**config.mk**
```make
export PLATFORM = sky130hd
export DESIGN_NAME = sbr_lane
export DESIGN_NICKNAME = d
export VERILOG_FILES = /design/src/rtl/core/sbr_pkg.sv /design/src/rtl/core/sbr_lane.sv
export SDC_FILE = /design/constraint.sdc
export NUM_CORES = 1
export LEC_CHECK = 0
export ABC_CLOCK_PERIOD_IN_PS = 5200
export BUFFER_PORTS_ARGS = -buffer_cell sky130_fd_sc_hd__buf_2
export CORE_MARGIN = 5
export CORE_UTILIZATION = 50
export CTS_CLUSTER_DIAMETER = 150
export DETAILED_ROUTE_END_ITERATION = 10
export PLACE_DENSITY = 0.71
export SLEW_MARGIN = 20
export SYNTH_ARGS = -nofsm -noshare
export SYNTH_HDL_FRONTEND = slang
export SYNTH_SLANG_ARGS = --single-unit
```
**constraint.sdc**
```tcl
create_clock -name clk_i -period 5.2 [get_ports clk_i]
set_input_delay 0.78 -clock clk_i [delete_from_list [all_inputs] [get_ports clk_i]]
set_output_delay 0.78 -clock clk_i [all_outputs]
set_load 0.005 [all_outputs]
```
**src/rtl/core/sbr_pkg.sv**
```systemverilog
// sbr_pkg: shared types, register codes and an arithmetic helper for the
// separable 5-tap blur. Used by every module under rtl/core.
// No dependencies.
package sbr_pkg;

  localparam int CHANNELS  = 3;
  localparam int TAPS      = 5;
  localparam int LINE_ROWS = 4;

  localparam logic [1:0] CFG_FRAME_WIDTH  = 2'd0;
  localparam logic [1:0] CFG_FRAME_HEIGHT = 2'd1;

  localparam logic [10:0] WIDTH_RESET  = 11'd640;
  localparam logic [11:0] HEIGHT_RESET = 12'd480;

  typedef struct packed {
    logic [7:0] chan_two;
    logic [7:0] chan_one;
    logic [7:0] chan_zero;
  } pix_in_t;

  typedef struct packed {
    logic [7:0]  out_zero;
    logic [7:0]  out_one;
    logic [7:0]  out_two;
    logic [11:0] out_row;
    logic [9:0]  out_col;
    logic        run_last;
  } pix_out_t;

  // load strobes and the hv select shared by the channel lanes
  typedef struct packed {
    logic iss_load;
    logic p1_load;
    logic hv_sel;
    logic p2_load;
  } sbr_ctl_t;

  // floor(s / 10) for s <= 2550 via reciprocal multiply
  function automatic logic [7:0] div10(input logic [11:0] s);
    logic [24:0] p;
    p = {13'd0, s} * 25'd6554;
    return p[23:16];
  endfunction

endpackage

```
**src/rtl/core/sbr_lane.sv**
```systemverilog
// sbr_lane: one color channel of the blur datapath, horizontal and
// vertical 1-2-4-2-1 sums with truncating divide by 10.
// Depends on sbr_pkg.
module sbr_lane import sbr_pkg::*; (
  input  logic                 clk_i,
  input  sbr_ctl_t             ctl_i,
  input  logic [TAPS-1:0][7:0] tap_i,
  input  logic [3:0][7:0]      line_i,
  output logic [7:0]           hv_o,
  output logic [7:0]           vert_o,
  output logic [7:0]           horiz_o
);

  logic [11:0] hsum_d, hsum_q;
  logic [7:0]  hv_d, hv_q;
  logic [11:0] vsum_d, vsum_q;
  logic [7:0]  hv2_q;

  assign hsum_d = {4'd0, tap_i[0]} + {3'd0, tap_i[1], 1'b0} + {2'd0, tap_i[2], 2'b0}
                + {3'd0, tap_i[3], 1'b0} + {4'd0, tap_i[4]};

  assign hv_d = ctl_i.hv_sel ? div10(hsum_q) : 8'd0;

  assign vsum_d = {4'd0, line_i[0]} + {3'd0, line_i[1], 1'b0} + {2'd0, line_i[2], 2'b0}
                + {3'd0, line_i[3], 1'b0} + {4'd0, hv_q};

  always_ff @(posedge clk_i) begin
    if (ctl_i.iss_load) begin
      hsum_q <= hsum_d;
    end
    if (ctl_i.p1_load) begin
      hv_q <= hv_d;
    end
    if (ctl_i.p2_load) begin
      vsum_q <= vsum_d;
      hv2_q  <= hv_q;
    end
  end

  assign hv_o    = hv_q;
  assign vert_o  = div10(vsum_q);
  assign horiz_o = hv2_q;

endmodule

```
==> key figures <==
Logic synthesis
  • Asr flop ratio synth: 0%
  • Average cell area after synthesis: 11.00 um2
  • Yosys warns: 0
  • Yosys reg bits: 40
  • Main flop type after synthesis: edfxtp_1
  • Netlist cell types: 38
  • Syn nets: 1,097
  • EDFF count, synth: 40
  • Cell count after synthesis: 708
  • Mapped Area: 7786 um2
  • Sequential fraction of the synthesis area: 15.43%

Layout
  • Final core occ: 60.71%
  • Syn-to-layout area delta: 18.98%
  • Layout cells sized above 1: 22.07%
  • Final nets: 1,249
  • Final std cells w/o fill: 1,072
  • # diodes: 0

Worst setup path
  • Worst r2r dst: hv_o[7]
  • Setup CP Type: flop to output pin
  • R2R Setup Slk: 210 ps
  • CP Data Arrival Time: 4750 ps
  • Largest fanout on the critical path: 3
  • FF-to-FF path depth: 16
  • WP data required: 4420 ps
  • Critical Path Source Type: flop
  • Crit. End Element: output pin
  • R2r startpoint: hsum_q[3]

Global route
  • Gr usage total: 17.25%
  • Largest net degree at the start of global routing: 21
  • First-pass GRT wire length: 25,920 um
  • Initial antenna violation count: 0
  • Vias in the first global route: 5,795
  • Gr ovfl total: 0

Placement
  • I/O Buffers: 100
  • Dpl cells: 1,047
  • Gpl congestion: 0.8541
  • DPL Wire Length: 13,100 um

STA
  • Slew headroom: 67.96%
  • Final Hold Fails: 0
  • Setup slack after layout: -327.7 ps
  • Max Slew Vio Count: 0
  • Maximum clock frequency: 180.9 MHz
  • Worst hold slack: 535.6 ps
  • Slew @ Worst Pin: 477.4 ps
  • Setup-failing EPs final: 6
  • RSZ-0062 raised after global routing: true
  • Skew final: 3.185 ps
  • Minimum clock period: 5528 ps
  • Tcrit/Tclk final: 106.3%

CTS
  • Clock Sinks: 40
  • # H-tree levels: 2
  • CTS Buffer Depth: 2
  • Clk Latency, worst-skew pair: 280 ps
  • Cts bufs inserted: 5
  • Clock slew at reported path FFs: 60 ps
  • Root Buffer: clkbuf_16
  • TritonCTS clock tree: yes

Detailed routing
  • Via Count: 5,225
  • Routed length per instance: 13.69 um
  • DR DRC count: 0
  • DR iter-0 viols: 137
  • Vias/cell: 4.874
  • Total wire length: 14,670 um
  • TritonRoute pass-1 iters: 4
  • Antenna Nets Post-Route: 0

Status
  • Run status: finished, violations left
  • Failing checks: setup timing

Hold path
  • HP Class: flop to flop
  • WHS Endpoint: horiz_o[2]
  • Hold path depth: 0
  • Worst Min Path Start: hv_o[2]

Floorplanning
  • Die width: 134.8 um
  • Core area: 15,260 um2
  • Initial core utilization: 51.03%
  • Die area: 18,170 um2
  • I/O Pins: 101
  • Die Height: 134.8 um
  • Rows: 45

Run
  • Max_cap viols: 0
==> state kept, by name, indices dropped and copies added (netlist names) <==
| name | cells |
|---|---|
| hsum_q | 12 |
| vsum_q | 12 |
| horiz_o | 8 |
| hv_o | 8 |
==> synth_stat cells (3+ instances only) <==
library cell / number / area (um2)
nor3_1: 3 / 15.01
edfxtp_1: 40 / 1201
o21a_1: 5 / 37.54
nand2_1: 16 / 60.06
o21ai_1: 6 / 30.03
and2_1: 9 / 56.30
a21boi_1: 5 / 37.54
o21bai_1: 3 / 22.52
o21ai_0: 11 / 55.05
a21oi_1: 25 / 125.1
xor2_1: 9 / 78.83
inv_1: 186 / 698.2
nand2b_1: 3 / 18.77
xnor2_1: 20 / 175.2
nor2_1: 16 / 60.06
nand3_1: 4 / 20.02
fa_1: 120 / 2402
ha_1: 192 / 2402
nor2b_1: 3 / 18.77
a21o_1: 7 / 52.55
==> cell usage in the layout (no fill, tap or decap), types with 9 or more instances in the layout <==
cell type  Yosys  final
a21oi_1       25     22
and2_1         9      9
buf_2          0    100
buf_4          0     43
edfxtp_1      40     40
fa_1         120    120
ha_1         192    183
ha_4           0      9
inv_1        186    182
nand2_1       16     15
nor2_1        16     13
o21ai_0       11     10
xnor2_1       20     20
xor2_1         9      9
==> timing repair <==
action	CTS	global route
pin swaps	26	16
setup buffers	8	9
endpoints found under the setup margin	7	10
hold buffers	0	0
gates resized for setup	17	14
==> kinds of logic (layout without fill, tap and decap cells) <==
kind of cell,Yosys count,count (layout),synth area share (%)
flops,40,40,15.43
simple gates,62,62,4.001
compound gates,77,77,6.460
xor+xnor,29,29,3.262
fa+ha+maj,312,312,61.71
mux,1,1,0.1286
buf+inv,187,340,9.015
==> through the flow <==
step / setup TNS, ps / setup slack (ps) / area (um2)
floorplan: 0 / 0.7936 / 7802
global placement: -412.4 / -148.3 / 8781
detailed placement: -718.1 / -225.2 / 8781
CTS: -1417 / -352.2 / 9111
global route: -2942 / -540.3 / 9264
finish: -1301 / -327.7 / 9264
==> worst max-delay path, cell delays in order (launching register included) <==
cell,delay [ps]
edfxtp_1,450
ha_1,320
inv_2,50
fa_1,460
fa_1,490
inv_1,50
fa_1,520
inv_1,50
fa_1,490
inv_2,50
ha_4,260
nand4_1,160
nor2_2,170
a31oi_2,120
a21boi_2,200
a311o_1,230
buf_4,130
xor2_1,130
buf_2,130
==> layer usage <==
| layer | global-route usage (%) | up-vias | routed length [um] |
|---|---|---|---|
| met4 | 2.658 | 0 | 131 |
| met5 | 0 | - | 0 |
| li1 | - | 2593 | - |
| met1 | 22.86 | 2536 | 6597 |
| met2 | 31.16 | 84 | 7449 |
| met3 | 1.863 | 12 | 493 |
==> area by class of cell <==
cell class	instances	area (um2)
well taps	211	264.0
multi-input cells	481	6071
repair buffers	146	857.1
fillers	1269	5995
inverters	186	698.2
flip-flops and latches	40	1201
clock inverters	3	47.55
clock buffers	5	125.1
==> worst max-delay path by stage <==
stage | from | to | slack (ps) | cells past startpoint
6_report | vsum_q[7] | vert_o[6] | -330 | 18
5_1_grt | vsum_q[7] | vert_o[7] | -540 | 18
4_1_cts | vsum_q[7] | vert_o[7] | -350 | 18
3_5_place_dp | vsum_q[7] | vert_o[7] | -230 | 18
3_3_place_gp | vsum_q[3] | vert_o[7] | -150 | 17
2_1_floorplan | vsum_q[7] | vert_o[7] | 0.8 | 16
Power is not shown: default switching activity piles up to over one toggle a cycle in this logic, so the estimate is an artifact.
